### src/hw/rtl/bright_blob_steering_defines.svh
// Assertion macros for the bright blob steering block.
`ifndef BRIGHT_BLOB_STEERING_DEFINES_SVH
`define BRIGHT_BLOB_STEERING_DEFINES_SVH

`ifndef SYNTHESIS

// Checked only outside reset.
`define BBS_ASSERT(lbl, prop, msg) \
   lbl: assert property (@(posedge clock) disable iff (reset) prop) else $error(msg);

// Checked at every edge, reset included.
`define BBS_ASSERT_ALWAYS(lbl, prop, msg) \
   lbl: assert property (@(posedge clock) prop) else $error(msg);

`else

`define BBS_ASSERT(lbl, prop, msg)
`define BBS_ASSERT_ALWAYS(lbl, prop, msg)

`endif

`endif

### src/hw/rtl/bbs_pkg.sv
// Shared types, constants and helpers for the bright blob steering block.
`timescale 1ns / 1ps

package bbs_pkg;

   localparam int MAX_ROW_BYTES = 4096;
   localparam int MAX_ROWS      = 4096;

   localparam int LEN_W   = 13;
   localparam int COL_W   = $clog2(MAX_ROW_BYTES);
   localparam int ROW_W   = $clog2(MAX_ROWS);
   localparam int TOTAL_W = 25;
   localparam int CSUM_W  = 36;
   localparam int SPD_W   = 16;
   localparam int BORD_W  = 16;
   localparam int RATE_W  = 15;
   localparam int CSR_IDX_W  = 3;
   localparam int CSR_DATA_W = 16;

   localparam int SCALE_W  = TOTAL_W + LEN_W;
   localparam int SPLIT_W  = (SCALE_W + 1) / 2;
   localparam int PART_W   = BORD_W + SPLIT_W;
   localparam int PROD_W   = BORD_W + SCALE_W;
   localparam int FIFO_DEPTH = 2;
   localparam int FIFO_PTR_W = $clog2(FIFO_DEPTH);
   localparam int FIFO_CNT_W = $clog2(FIFO_DEPTH + 1);

   localparam logic [TOTAL_W-1:0] TOTAL_MAX = {TOTAL_W{1'b1}};
   localparam logic [CSUM_W-1:0]  CSUM_MAX  = {CSUM_W{1'b1}};

   // register indexes
   localparam logic [CSR_IDX_W-1:0] CSR_ROW_BYTES    = 3'd0;
   localparam logic [CSR_IDX_W-1:0] CSR_ROW_COUNT    = 3'd1;
   localparam logic [CSR_IDX_W-1:0] CSR_WHITE_LEVEL  = 3'd2;
   localparam logic [CSR_IDX_W-1:0] CSR_LEFT_BORDER  = 3'd3;
   localparam logic [CSR_IDX_W-1:0] CSR_RIGHT_BORDER = 3'd4;
   localparam logic [CSR_IDX_W-1:0] CSR_FWD_SPEED    = 3'd5;
   localparam logic [CSR_IDX_W-1:0] CSR_TURN_LINEAR  = 3'd6;
   localparam logic [CSR_IDX_W-1:0] CSR_TURN_RATE    = 3'd7;

   // heading codes
   localparam logic [1:0] HEADING_NONE  = 2'd0;
   localparam logic [1:0] HEADING_LEFT  = 2'd1;
   localparam logic [1:0] HEADING_RIGHT = 2'd2;
   localparam logic [1:0] HEADING_AHEAD = 2'd3;

   typedef struct packed {
      logic [LEN_W-1:0]  row_bytes;
      logic [LEN_W-1:0]  row_count;
      logic [7:0]        white_level;
      logic [BORD_W-1:0] left_border;
      logic [BORD_W-1:0] right_border;
      logic [SPD_W-1:0]  forward_speed;
      logic [SPD_W-1:0]  turn_linear_speed;
      logic [RATE_W-1:0] turn_rate;
   } cfg_type;

   // one finished frame handed from front to back
   typedef struct packed {
      logic [TOTAL_W-1:0] total;
      logic [CSUM_W-1:0]  csum;
      logic [LEN_W-1:0]   len;
   } job_type;

   typedef enum logic [1:0] {
      BK_IDLE,
      BK_SCALE,
      BK_PART,
      BK_DECIDE
   } back_state_type;

   // zero acts as one, oversize clamps to max
   function automatic logic [LEN_W-1:0] bound_size(input logic [LEN_W-1:0] v,
                                                   input logic [LEN_W-1:0] max_v);
      logic [LEN_W-1:0] r;
      if (v == '0) begin
         r = LEN_W'(1);
      end else if (v > max_v) begin
         r = max_v;
      end else begin
         r = v;
      end
      return r;
   endfunction

endpackage

### src/hw/rtl/bbs_front.sv
// Front part: pixel position counters, match counting and frame close.
`timescale 1ns / 1ps

module bbs_front (
   input  logic                        clock,
   input  logic                        reset,
   input  logic                        req_valid,
   output logic                        req_stall,
   input  logic [7:0]                  req_pixel_byte,
   input  logic [7:0]                  white_level,
   input  logic [bbs_pkg::LEN_W-1:0]   len,
   input  logic [bbs_pkg::LEN_W-1:0]   rows,
   input  logic                        fifo_full,
   output logic                        push,
   output bbs_pkg::job_type            push_job
);

   logic [bbs_pkg::COL_W-1:0]   col_ff, col_in;
   logic [bbs_pkg::ROW_W-1:0]   row_ff, row_in;
   logic [bbs_pkg::TOTAL_W-1:0] total_ff, total_in, total_nx;
   logic [bbs_pkg::CSUM_W-1:0]  csum_ff, csum_in, csum_nx;
   logic [bbs_pkg::CSUM_W:0]    csum_add;
   logic                        accept, match, col_last, row_last, frame_end;

   assign req_stall = fifo_full;
   assign accept    = req_valid && !fifo_full;
   assign match     = (req_pixel_byte == white_level);

   assign col_last  = (bbs_pkg::LEN_W'({1'b0, col_ff}) + bbs_pkg::LEN_W'(1)) >= len;
   assign row_last  = (bbs_pkg::LEN_W'({1'b0, row_ff}) + bbs_pkg::LEN_W'(1)) >= rows;
   assign frame_end = col_last && row_last;

   always_comb begin
      csum_add = {1'b0, csum_ff} + (bbs_pkg::CSUM_W + 1)'(col_ff);
      total_nx = total_ff;
      csum_nx  = csum_ff;
      if (match) begin
         if (total_ff != bbs_pkg::TOTAL_MAX) begin
            total_nx = total_ff + bbs_pkg::TOTAL_W'(1);
         end
         csum_nx = csum_add[bbs_pkg::CSUM_W] ? bbs_pkg::CSUM_MAX
                                             : csum_add[bbs_pkg::CSUM_W-1:0];
      end
   end

   always_comb begin
      col_in   = col_ff;
      row_in   = row_ff;
      total_in = total_ff;
      csum_in  = csum_ff;
      if (accept) begin
         if (col_last) begin
            col_in = '0;
            row_in = row_last ? '0 : row_ff + bbs_pkg::ROW_W'(1);
         end else begin
            col_in = col_ff + bbs_pkg::COL_W'(1);
         end
         total_in = frame_end ? '0 : total_nx;
         csum_in  = frame_end ? '0 : csum_nx;
      end
   end

   assign push           = accept && frame_end;
   assign push_job.total = total_nx;
   assign push_job.csum  = csum_nx;
   assign push_job.len   = len;

   always_ff @(posedge clock) begin
      if (reset) begin
         col_ff   <= '0;
         row_ff   <= '0;
         total_ff <= '0;
         csum_ff  <= '0;
      end else begin
         col_ff   <= col_in;
         row_ff   <= row_in;
         total_ff <= total_in;
         csum_ff  <= csum_in;
      end
   end

endmodule

### src/hw/rtl/bbs_fifo.sv
// Two-entry queue of finished frames between front and back.
`timescale 1ns / 1ps

module bbs_fifo (
   input  logic             clock,
   input  logic             reset,
   input  logic             push,
   input  bbs_pkg::job_type push_job,
   input  logic             pop,
   output bbs_pkg::job_type pop_job,
   output logic             full,
   output logic             empty
);

   bbs_pkg::job_type                 mem_ff [bbs_pkg::FIFO_DEPTH];
   logic [bbs_pkg::FIFO_PTR_W-1:0]   wr_ff, wr_in, rd_ff, rd_in;
   logic [bbs_pkg::FIFO_CNT_W-1:0]   cnt_ff, cnt_in;

   assign full    = (cnt_ff == bbs_pkg::FIFO_CNT_W'(bbs_pkg::FIFO_DEPTH));
   assign empty   = (cnt_ff == '0);
   assign pop_job = mem_ff[rd_ff];

   always_comb begin
      wr_in  = wr_ff;
      rd_in  = rd_ff;
      cnt_in = cnt_ff;
      if (push) begin
         wr_in = wr_ff + bbs_pkg::FIFO_PTR_W'(1);
      end
      if (pop) begin
         rd_in = rd_ff + bbs_pkg::FIFO_PTR_W'(1);
      end
      if (push && !pop) begin
         cnt_in = cnt_ff + bbs_pkg::FIFO_CNT_W'(1);
      end else if (pop && !push) begin
         cnt_in = cnt_ff - bbs_pkg::FIFO_CNT_W'(1);
      end
   end

   always_ff @(posedge clock) begin
      if (push) begin
         mem_ff[wr_ff] <= push_job;
      end
   end

   always_ff @(posedge clock) begin
      if (reset) begin
         wr_ff  <= '0;
         rd_ff  <= '0;
         cnt_ff <= '0;
      end else begin
         wr_ff  <= wr_in;
         rd_ff  <= rd_in;
         cnt_ff <= cnt_in;
      end
   end

endmodule

### src/hw/rtl/bbs_back.sv
// Back part: centroid versus border comparison and result register.
`timescale 1ns / 1ps

module bbs_back (
   input  logic                         clock,
   input  logic                         reset,
   input  bbs_pkg::cfg_type             cfg,
   input  logic                         fifo_empty,
   input  bbs_pkg::job_type             fifo_job,
   output logic                         pop,
   output logic                         rsp_valid,
   input  logic                         rsp_stall,
   output logic [15:0]                  rsp_linear_speed,
   output logic signed [15:0]           rsp_angular_speed,
   output logic [1:0]                   rsp_heading,
   output logic [24:0]                  rsp_match_count
);

   bbs_pkg::back_state_type          state_ff, state_in;
   bbs_pkg::job_type                 job_ff;
   logic [bbs_pkg::SCALE_W-1:0]      scale_ff, scale_in;
   logic [bbs_pkg::PART_W-1:0]       l_lo_ff, l_hi_ff, r_lo_ff, r_hi_ff;
   logic [bbs_pkg::PROD_W-1:0]       left_prod, right_prod, lhs;
   logic                             out_free, load_out, load_scale, load_part;
   logic                             valid_ff, valid_in;
   logic [15:0]                      lin_ff, lin_in;
   logic signed [15:0]               ang_ff, ang_in;
   logic [1:0]                       head_ff, head_in;
   logic [24:0]                      cnt_ff;

   assign out_free = !valid_ff || !rsp_stall;

   // next state
   always_comb begin
      state_in = state_ff;
      unique case (state_ff)
         bbs_pkg::BK_IDLE:   if (!fifo_empty) state_in = bbs_pkg::BK_SCALE;
         bbs_pkg::BK_SCALE:  state_in = bbs_pkg::BK_PART;
         bbs_pkg::BK_PART:   state_in = bbs_pkg::BK_DECIDE;
         bbs_pkg::BK_DECIDE: if (out_free) state_in = bbs_pkg::BK_IDLE;
         default:            state_in = bbs_pkg::BK_IDLE;
      endcase
   end

   // state outputs
   always_comb begin
      pop        = 1'b0;
      load_scale = 1'b0;
      load_part  = 1'b0;
      load_out   = 1'b0;
      unique case (state_ff)
         bbs_pkg::BK_IDLE:   pop        = !fifo_empty;
         bbs_pkg::BK_SCALE:  load_scale = 1'b1;
         bbs_pkg::BK_PART:   load_part  = 1'b1;
         bbs_pkg::BK_DECIDE: load_out   = out_free;
         default:            pop        = 1'b0;
      endcase
   end

   assign scale_in = bbs_pkg::SCALE_W'(job_ff.total) * bbs_pkg::SCALE_W'(job_ff.len);

   // border * scale rebuilt from two half-width partial products
   assign left_prod  = {l_hi_ff[bbs_pkg::PROD_W-bbs_pkg::SPLIT_W-1:0], bbs_pkg::SPLIT_W'(0)}
                     + bbs_pkg::PROD_W'(l_lo_ff);
   assign right_prod = {r_hi_ff[bbs_pkg::PROD_W-bbs_pkg::SPLIT_W-1:0], bbs_pkg::SPLIT_W'(0)}
                     + bbs_pkg::PROD_W'(r_lo_ff);
   assign lhs        = bbs_pkg::PROD_W'({job_ff.csum, 16'd0});

   always_comb begin
      if (job_ff.total == '0) begin
         head_in = bbs_pkg::HEADING_NONE;
         lin_in  = '0;
         ang_in  = '0;
      end else if (lhs < left_prod) begin
         head_in = bbs_pkg::HEADING_LEFT;
         lin_in  = cfg.turn_linear_speed;
         ang_in  = signed'({1'b0, cfg.turn_rate});
      end else if (lhs > right_prod) begin
         head_in = bbs_pkg::HEADING_RIGHT;
         lin_in  = cfg.turn_linear_speed;
         ang_in  = -signed'({1'b0, cfg.turn_rate});
      end else begin
         head_in = bbs_pkg::HEADING_AHEAD;
         lin_in  = cfg.forward_speed;
         ang_in  = '0;
      end
   end

   always_comb begin
      valid_in = valid_ff;
      if (load_out) begin
         valid_in = 1'b1;
      end else if (!rsp_stall) begin
         valid_in = 1'b0;
      end
   end

   always_ff @(posedge clock) begin
      if (reset) begin
         state_ff <= bbs_pkg::BK_IDLE;
         valid_ff <= 1'b0;
      end else begin
         state_ff <= state_in;
         valid_ff <= valid_in;
      end
   end

   always_ff @(posedge clock) begin
      if (pop) begin
         job_ff <= fifo_job;
      end
      if (load_scale) begin
         scale_ff <= scale_in;
      end
      if (load_part) begin
         l_lo_ff <= bbs_pkg::PART_W'(cfg.left_border)
                  * bbs_pkg::PART_W'(scale_ff[bbs_pkg::SPLIT_W-1:0]);
         l_hi_ff <= bbs_pkg::PART_W'(cfg.left_border)
                  * bbs_pkg::PART_W'(scale_ff[bbs_pkg::SCALE_W-1:bbs_pkg::SPLIT_W]);
         r_lo_ff <= bbs_pkg::PART_W'(cfg.right_border)
                  * bbs_pkg::PART_W'(scale_ff[bbs_pkg::SPLIT_W-1:0]);
         r_hi_ff <= bbs_pkg::PART_W'(cfg.right_border)
                  * bbs_pkg::PART_W'(scale_ff[bbs_pkg::SCALE_W-1:bbs_pkg::SPLIT_W]);
      end
      if (load_out) begin
         lin_ff  <= lin_in;
         ang_ff  <= ang_in;
         head_ff <= head_in;
         cnt_ff  <= job_ff.total;
      end
   end

   assign rsp_valid         = valid_ff;
   assign rsp_linear_speed  = lin_ff;
   assign rsp_angular_speed = ang_ff;
   assign rsp_heading       = head_ff;
   assign rsp_match_count   = cnt_ff;

endmodule

### src/hw/rtl/bright_blob_steering.sv
// Top level of the bright blob steering block: registers, front, queue and back.
// Takes one pixel byte per cycle; the front stalls only while the frame queue is full.
// A result passes the queue, the scale multiply, the partial products and the compare
// in that order; the back takes a new frame only after the last result is loaded.
// Synchronous active-high reset restores the register defaults and clears
// the counters, sums, queue and result valid.
`timescale 1ns / 1ps
`include "bright_blob_steering_defines.svh"

module bright_blob_steering (
   input  logic                                 clock,
   input  logic                                 reset,
   input  logic                                 req_valid,
   output logic                                 req_stall,
   input  logic [7:0]                           req_pixel_byte,
   output logic                                 rsp_valid,
   input  logic                                 rsp_stall,
   output logic [15:0]                          rsp_linear_speed,
   output logic signed [15:0]                   rsp_angular_speed,
   output logic [1:0]                           rsp_heading,
   output logic [24:0]                          rsp_match_count,
   input  logic                                 csr_write,
   input  logic [bbs_pkg::CSR_IDX_W-1:0]        csr_index,
   input  logic [bbs_pkg::CSR_DATA_W-1:0]       csr_wdata
);

   bbs_pkg::cfg_type              cfg_ff, cfg_in;
   bbs_pkg::job_type              push_job, pop_job;
   logic [bbs_pkg::LEN_W-1:0]     len, rows;
   logic                          push, pop, fifo_full, fifo_empty;

   always_comb begin
      cfg_in = cfg_ff;
      if (csr_write) begin
         unique case (csr_index)
            bbs_pkg::CSR_ROW_BYTES:    cfg_in.row_bytes = csr_wdata[bbs_pkg::LEN_W-1:0];
            bbs_pkg::CSR_ROW_COUNT:    cfg_in.row_count = csr_wdata[bbs_pkg::LEN_W-1:0];
            bbs_pkg::CSR_WHITE_LEVEL:  cfg_in.white_level = csr_wdata[7:0];
            bbs_pkg::CSR_LEFT_BORDER:  cfg_in.left_border = csr_wdata;
            bbs_pkg::CSR_RIGHT_BORDER: cfg_in.right_border = csr_wdata;
            bbs_pkg::CSR_FWD_SPEED:    cfg_in.forward_speed = csr_wdata;
            bbs_pkg::CSR_TURN_LINEAR:  cfg_in.turn_linear_speed = csr_wdata;
            bbs_pkg::CSR_TURN_RATE:    cfg_in.turn_rate = csr_wdata[bbs_pkg::RATE_W-1:0];
            default:                   cfg_in = cfg_ff;
         endcase
      end
   end

   always_ff @(posedge clock) begin
      if (reset) begin
         cfg_ff.row_bytes         <= 13'd2400;
         cfg_ff.row_count         <= 13'd800;
         cfg_ff.white_level       <= 8'd255;
         cfg_ff.left_border       <= 16'd21627;
         cfg_ff.right_border      <= 16'd43254;
         cfg_ff.forward_speed     <= 16'd128;
         cfg_ff.turn_linear_speed <= 16'd64;
         cfg_ff.turn_rate         <= 15'd128;
      end else begin
         cfg_ff <= cfg_in;
      end
   end

   assign len  = bbs_pkg::bound_size(cfg_ff.row_bytes,
                                     bbs_pkg::LEN_W'(bbs_pkg::MAX_ROW_BYTES));
   assign rows = bbs_pkg::bound_size(cfg_ff.row_count,
                                     bbs_pkg::LEN_W'(bbs_pkg::MAX_ROWS));

   bbs_front u_front (
      .clock          (clock),
      .reset          (reset),
      .req_valid      (req_valid),
      .req_stall      (req_stall),
      .req_pixel_byte (req_pixel_byte),
      .white_level    (cfg_ff.white_level),
      .len            (len),
      .rows           (rows),
      .fifo_full      (fifo_full),
      .push           (push),
      .push_job       (push_job)
   );

   bbs_fifo u_fifo (
      .clock    (clock),
      .reset    (reset),
      .push     (push),
      .push_job (push_job),
      .pop      (pop),
      .pop_job  (pop_job),
      .full     (fifo_full),
      .empty    (fifo_empty)
   );

   bbs_back u_back (
      .clock             (clock),
      .reset             (reset),
      .cfg               (cfg_ff),
      .fifo_empty        (fifo_empty),
      .fifo_job          (pop_job),
      .pop               (pop),
      .rsp_valid         (rsp_valid),
      .rsp_stall         (rsp_stall),
      .rsp_linear_speed  (rsp_linear_speed),
      .rsp_angular_speed (rsp_angular_speed),
      .rsp_heading       (rsp_heading),
      .rsp_match_count   (rsp_match_count)
   );

   `BBS_ASSERT(a_no_overflow, !(push && fifo_full), "frame queue written while full")
   `BBS_ASSERT(a_no_underflow, !(pop && fifo_empty), "frame queue read while empty")
   `BBS_ASSERT(a_none_is_zero, (rsp_valid && rsp_heading == bbs_pkg::HEADING_NONE) |-> (rsp_linear_speed == '0 && rsp_angular_speed == '0 && rsp_match_count == '0), "stop result carries nonzero fields")
   `BBS_ASSERT(a_found_counts, (rsp_valid && rsp_heading != bbs_pkg::HEADING_NONE) |-> (rsp_match_count != '0), "heading given without matches")
   `BBS_ASSERT_ALWAYS(a_reset_clears, $past(reset) |-> !rsp_valid, "result valid after reset")

endmodule

### config.mk
export PLATFORM = sky130hd
export DESIGN_NAME = bright_blob_steering
export DESIGN_NICKNAME = d
export VERILOG_FILES = /design/src/hw/rtl/bbs_pkg.sv /design/src/hw/rtl/bbs_front.sv /design/src/hw/rtl/bbs_fifo.sv /design/src/hw/rtl/bbs_back.sv /design/src/hw/rtl/bright_blob_steering.sv
export VERILOG_INCLUDE_DIRS = /design/src /design/src/hw/rtl
export SDC_FILE = /design/constraint.sdc
export NUM_CORES = 2
export LEC_CHECK = 0
export BUFFER_PORTS_ARGS = -buffer_cell sky130_fd_sc_hd__buf_2
export CELL_PAD_IN_SITES_DETAIL_PLACEMENT = 0
export CELL_PAD_IN_SITES_GLOBAL_PLACEMENT = 1
export CORE_MARGIN = 1.5
export CORE_UTILIZATION = 52
export CTS_CLUSTER_DIAMETER = 30
export CTS_CLUSTER_SIZE = 24
export DETAILED_ROUTE_END_ITERATION = 10
export PLACE_DENSITY_LB_ADDON = 0.1
export SKIP_CTS_REPAIR_TIMING = 1
export SLEW_MARGIN = 40
export SYNTH_ARGS = -nofsm -noshare
export SYNTH_HDL_FRONTEND = slang
export SYNTH_HIERARCHICAL = 1
export SYNTH_SLANG_ARGS = --single-unit
### constraint.sdc
create_clock -name clock -period 9.3 [get_ports clock]
set_clock_uncertainty 0.1 [all_clocks]
set_input_delay 0.93 -clock clock [delete_from_list [all_inputs] [get_ports clock]]
set_output_delay 0.93 -clock clock [all_outputs]
set_load 0.01 [all_outputs]
**Word level (Yosys, flattened, before mapping)**

Memories as Yosys holds them, arrays and structs flattened. A register that Yosys moved wholly into a read port is not among the register bits.
Index checks and enable logic that the tools add are counted.
Widths: inputs -> output; s select.

- Bits in registers: 442
- Memory bits (writable): 148
- Input bits: 32
- Output and inout bits: 61
- Logic and storage cells: 132
- Memories kept: 1

Memory list:

| memory | words | width | rd ports | clocked after memory_dff | wr ports | RTL line | RTL |
|---|---|---|---|---|---|---|---|
| u_fifo.mem_ff | 2 | 74 | 1 | 1 | 1 | bbs_fifo.sv:15 | `bbs_pkg::job_type mem_ff [bbs_pkg::FIFO_DEPTH];` |

- $add $sub $neg: 13
- $mul: 5
- Magnitude comparators: 6
- Equal/unequal tests: 16
- Mux-type cells: 31
- Bitwise operators: 1
- Reductions and logical operators: 31

Operators by type and width:

| cell | number |
|---|---|
| $mul 16x19->35 | 4 |
| $add 54x35->54 | 2 |
| $mux 36 | 3 |
| $mux 25 | 3 |
| $gt 52x54->1 | 1 |
| $lt 52x54->1 | 1 |
| $mux 13 | 4 |
| $mul 25x13->38 | 1 |
| $add 36x12->37 | 1 |
| $mux 16 | 2 |
| $mux 15 | 2 |
| $add 12x1->13 const B | 2 |
| $ge 13x13->1 | 2 |
| $gt 13x13->1 const B | 2 |
| $logic_not 13->1 | 2 |
| $add 25x1->25 const B | 1 |
| $logic_not 25->1 | 1 |
| $ne 25x25->1 const B | 1 |
| $add 12x1->12 const B | 2 |
| $mux 12 | 2 |
| $reduce_and 2->1 | 10 |
| $neg 15->16 | 1 |
| $eq 3x3->1 const B | 4 |
| $mux 1 | 10 |
| other kinds (21) | 39 |

**Logic depth before layout (Yosys ltp)**

- Depth after elaboration: 10
- Mapped depth: 27
- Mapped depth without buffers: 25

**Cells and area by module**

Netlist, hierarchy kept.

By module, submodules not included:

| module | times used | cells an instance | area each (µm²) | seq. area each (µm²) |
|---|---|---|---|---|
| bbs_back | 1 | 6,607 | 63,060.5 | 9,399.0 |
| bbs_front | 1 | 884 | 6,831.6 | 1,701.6 |
| bbs_fifo | 1 | 252 | 5,565.3 | 4,544.4 |
| bright_blob_steering | 1 | 521 | 4,376.7 | 2,262.2 |

**Worst setup path after synthesis**

No wires, ideal clock.

- Path type: reg-to-reg
- Start point: register u_front/row_ff[0] (netlist name)
- End point: memory u_fifo/mem_ff[0][0] (netlist name), enable pin
- Library setup time: 0.516 ns
- Data arrival time: 6.427 ns
- Required time: 8.684 ns
- Setup slack: 2.258 ns
- Stages on the path, launching flop included: 16
- Buffers on the path: 1
- Period minus slack after synthesis: 7.042 ns
- Cell sequence: dfxtp_1 > ha_1 > and3_1 > and3_1 > and3_1 > and3_1 > and3_1 > ha_1 > and4_1 > o211a_1 > a21oi_1 > nand2_1 > clkbuf_1 > nand2_1 > nor2_1 > nor2b_1

- Word-level cells in the longest chain between the ends: 6

RTL lines:

| item | RTL line | RTL |
|---|---|---|
| start: declaration | bbs_front.sv:19 | `logic [bbs_pkg::ROW_W-1:0] row_ff, row_in;` |
| start signal: assignment | bbs_front.sv:76 | `row_ff <= row_in;` |
| $add 12x1->13 | bbs_front.sv:30 | `assign row_last = (bbs_pkg::LEN_W'({1'b0, row_ff}) + bbs_pkg::LEN_W'(1)) >= rows;` |
| $ge 13x13->1 | bbs_front.sv:30 |  |
| $logic_and 1x1->1 | bbs_front.sv:31 | `assign frame_end = col_last && row_last;` |
| $logic_and 1x1->1 | bbs_front.sv:63 | `assign push = accept && frame_end;` |
| via push | bright_blob_steering.sv:30 | `logic push, pop, fifo_full, fifo_empty;` |
| $mux 1 | bbs_fifo.sv:41 | `if (push) begin` |
| $mux 1 (not written as such) | bbs_fifo.sv:42 | `mem_ff[wr_ff] <= push_job;` |
| end: declaration | bbs_fifo.sv:15 |  |

The timed path passes the listed nets, and every way through them passes these cells.

**Worst setup path after layout**

- Start point: register cfg_ff[66] (netlist name)
- End point: register u_back/l_hi_ff[32] (netlist name), data pin

- Word-level cells in the longest chain between the ends: 1

RTL lines:

| item | RTL line | RTL |
|---|---|---|
| start: declaration | bright_blob_steering.sv:27 | `bbs_pkg::cfg_type cfg_ff, cfg_in;` |
| start signal: assignment | bright_blob_steering.sv:60 | `cfg_ff <= cfg_in;` |
| $mul 16x19->35 | bbs_back.sv:119 | `* bbs_pkg::PART_W'(scale_ff[bbs_pkg::SCALE_W-1:bbs_pkg::SPLIT_W]);` |
| end signal: assignment | bbs_back.sv:118 | `l_hi_ff <= bbs_pkg::PART_W'(cfg.left_border)` |
| end: declaration | bbs_back.sv:22 | `logic [bbs_pkg::PART_W-1:0] l_lo_ff, l_hi_ff, r_lo_ff, r_hi_ff;` |

No other way between the ends.
A chain may end at the register's enable or synchronous reset.

==> results.json <==
{
  "outcome": "finished, final reports clean",
  "cts_root_buf": "sky130_fd_sc_hd__clkbuf_16",
  "grt_first_pass_wirelength_um": 354000,
  "vias_per_cell": 5.51,
  "dp_cells": 10100,
  "worst_slew_margin_rel": 0.411,
  "gr-usage-all-layers": 0.297,
  "post-synth-top-area-cell": "sky130_fd_sc_hd__fa_1",
  "synthCells": 8264,
  "detail_route.drc_violations": 0,
  "yosysMostFrequentCell": "sky130_fd_sc_hd__inv_1",
  "syn_area_per_cell_um2": 9.66,
  "die_width_um": 395,
  "clkTransAtPathRegs_ns": 0.04,
  "effective_utilization_at_floorplan": 0.524,
  "via_count": 57500,
  "max-clock-path-buffers": 3,
  "timing.critical_path.slowest_cell_delay_ns": 0.73,
  "critical_path_peak_fanout": 23,
  "finalCriticalPeriod_ns": 7.84,
  "synth_largest_type_area_fraction": 0.301,
  "finalWeightedCongestion": 0.889,
  "ys_seq_elements": 665,
  "placement_rows": 143,
  "boundaryPins": 93,
  "crit_path_frequent_cell": "sky130_fd_sc_hd__fa_1",
  "r2r.worst_path.cells": 23,
  "synth.yosys.warnings": 6,
  "timing.hold.worst_path_depth": 2,
  "hold_crit_path_type": "input port to flip-flop",
  "core_region_area_um2": 152000,
  "first_iter_violations": 4081,
  "finalMaxSlewViolations": 0,
  "cap_violations": 0,
  "drtAntennaViolNets": 0,
  "grt_max_degree": 74,
  "achievable-frequency_ghz": 0.128,
  "die_height_um": 395,
  "postRouteWirelength_um": 227000,
  "finalSetupViolCount": 0,
  "fillCellCount": 13200,
  "tritoncts": "yes",
  "async_reset_ff_frac": 0,
  "num-nets-final": 10200,
  "worstSkewPairLatency_ns": 0.83,
  "hpwl_um": 173000,
  "ys.flop_type": "sky130_fd_sc_hd__edfxtp_1",
  "crit_chain": "buf_4 > nand2_1 > fa_1 > fa_1 > fa_1 > fa_1 > inv_1 > fa_1 > inv_1 > fa_1 > inv_1 > ha_1 > a21oi_1 > o21a_1 > o221ai_1 > o211ai_1 > a211oi_1 > o311ai_0 > a31oi_1 > o41a_1 > a21o_1 > a21oi_1 > xnor2_1",
  "cts_inserted_buffers": 167,
  "edff_count_synth": 459,
  "post_synth_instance_area_um2": 79800,
  "area_growth_syn_to_layout_pct": 10.8,
  "final.period_utilization": 0.843,
  "grt_antenna_before_repair": 5,
  "yosys.cell_types.count": 106,
  "cts.sink_count": 665,
  "critPathCaptureType": "flip-flop",
  "critical-path-slowest-cell": "sky130_fd_sc_hd__dfxtp_1",
  "crit_arrival_ns": 8.28,
  "final-instance-count-excl-fill": 10400,
  "tightest_slew_ns": 0.882,
  "synth_area_leaders": "sky130_fd_sc_hd__fa_1, sky130_fd_sc_hd__edfxtp_1, sky130_fd_sc_hd__ha_1, sky130_fd_sc_hd__inv_1, sky130_fd_sc_hd__nand2_1",
  "drt_first_pass_iters": 5,
  "gr_ovfl_total": 0,
  "worst-setup-path-type": "flip-flop to flip-flop",
  "sequential_cell_area_fraction_in_the_yosys_report": 0.224,
  "reg2reg_slack_ns": 1.46,
  "rsz0062_at_grt": "no",
  "htreeDepth": 4,
  "io_buffers": 92,
  "timing_hold_violations_final": 0,
  "grt_pass1_vias": 59900,
  "routed_wire_length_per_instance_um": 21.8,
  "crit_required_ns": 9.74,
  "floorplan.die_area_um2": 156000,
  "syn_nets": 10200,
  "fin_tns_setup_ns": 0,
  "timing.critical_path.from_type": "flip-flop",
  "final_layout_size_suffix_gt1_frac": 0.0836,
  "netlist_top_cells_count": "sky130_fd_sc_hd__inv_1, sky130_fd_sc_hd__nand2_1, sky130_fd_sc_hd__fa_1, sky130_fd_sc_hd__and2_1, sky130_fd_sc_hd__ha_1"
}
path summary, 6_finish.rpt:
path | startpoint | end
worst max-delay path | cfg_ff[66] | u_back/l_hi_ff[32]
worst min-delay path | reset | cfg_ff[15]
worst max register to register | cfg_ff[66] | u_back/l_hi_ff[32]
worst min register to register | cfg_ff[15] | cfg_ff[15]
cells by family after synthesis:
group,synth area share
simple gates,0.161
fa+ha+maj,0.405
mux,0.0123
buf+inv,0.0886
xor+xnor,0.0321
flops,0.224
compound gates,0.0762
layer usage:
layer / up-vias / GRT usage / wire length, um
met3: 332 / 0.0467 / 14100
met5: - / 0 / 11
met1: 29200 / 0.406 / 98500
met4: 2 / 0.100 / 7800
li1: 26200 / - / -
met2: 1818 / 0.482 / 107000
stage by stage:
step	util	setup slack (ns)	instance area (um^2)	hold WS (ns)
final	0.581	1.46	88500	0.321
after global routing	0.581	0.967	88500	0.296
after CTS	0.581	1.52	88400	0.268
after detailed placement	0.542	1.57	82500	0.346
after global placement	0.540	1.64	82200	0.339
after floorplan	-	2.26	79800	0.331
worst max-delay path: cells and delay by family (launching register included):
family,cells,cell delay (ns)
flops,1,0.73
buf+inv,4,0.62
compound gates,10,2.50
fa+ha+maj,7,3.43
xor+xnor,1,0.09
simple gates,1,0.14
layout by cell type, fill, tap and decap left out, types with 61 or more instances in the layout:
cell / instances
sky130_fd_sc_hd__xor2_1: 104
sky130_fd_sc_hd__nor2b_1: 70
sky130_fd_sc_hd__and3_1: 61
sky130_fd_sc_hd__a21o_1: 108
sky130_fd_sc_hd__nand3_1: 82
sky130_fd_sc_hd__o21ai_0: 179
sky130_fd_sc_hd__and2_1: 701
sky130_fd_sc_hd__a21oi_1: 313
sky130_fd_sc_hd__mux2_2: 79
sky130_fd_sc_hd__ha_1: 662
sky130_fd_sc_hd__edfxtp_1: 459
sky130_fd_sc_hd__xnor2_1: 189
sky130_fd_sc_hd__buf_2: 91
sky130_fd_sc_hd__clkbuf_16: 167
sky130_fd_sc_hd__buf_4: 144
sky130_fd_sc_hd__nor2_1: 181
sky130_fd_sc_hd__fa_1: 1200
sky130_fd_sc_hd__nand2_1: 1221
sky130_fd_sc_hd__inv_1: 1386
sky130_fd_sc_hd__dfxtp_1: 196
cell type report:
type	count	area (um^2)	area share
Antenna cell	1	2.50	0.0000283
Clock buffer	188	4290	0.0485
Clock inverter	128	1700	0.0192
Inverter	1386	5200	0.0588
Multi-Input combinational cell	5778	55000	0.621
Sequential cell	665	17900	0.203
Tap cell	2030	2540	0.0287
Timing Repair Buffer	257	1880	0.0212
state kept, by name, indices dropped and copies added (netlist names), 16 cells and up, named ones only:
| signal | cells |
|---|---|
| u_back/scale_ff | 38 |
| cfg_ff | 113 |
| u_front/csum_ff | 36 |
| u_back/r_lo_ff | 35 |
| u_back/l_hi_ff | 35 |
| u_back/r_hi_ff | 35 |
| u_front/total_ff | 25 |
| u_back/rsp_linear_speed | 16 |
| u_back/rsp_match_count | 25 |
| u_fifo/mem_ff | 148 |
| u_back/rsp_angular_speed | 16 |
| u_back/job_ff | 74 |
| u_back/l_lo_ff | 35 |
Power is not shown: default switching activity piles up to over one toggle a cycle in this logic, so the estimate is an artifact.
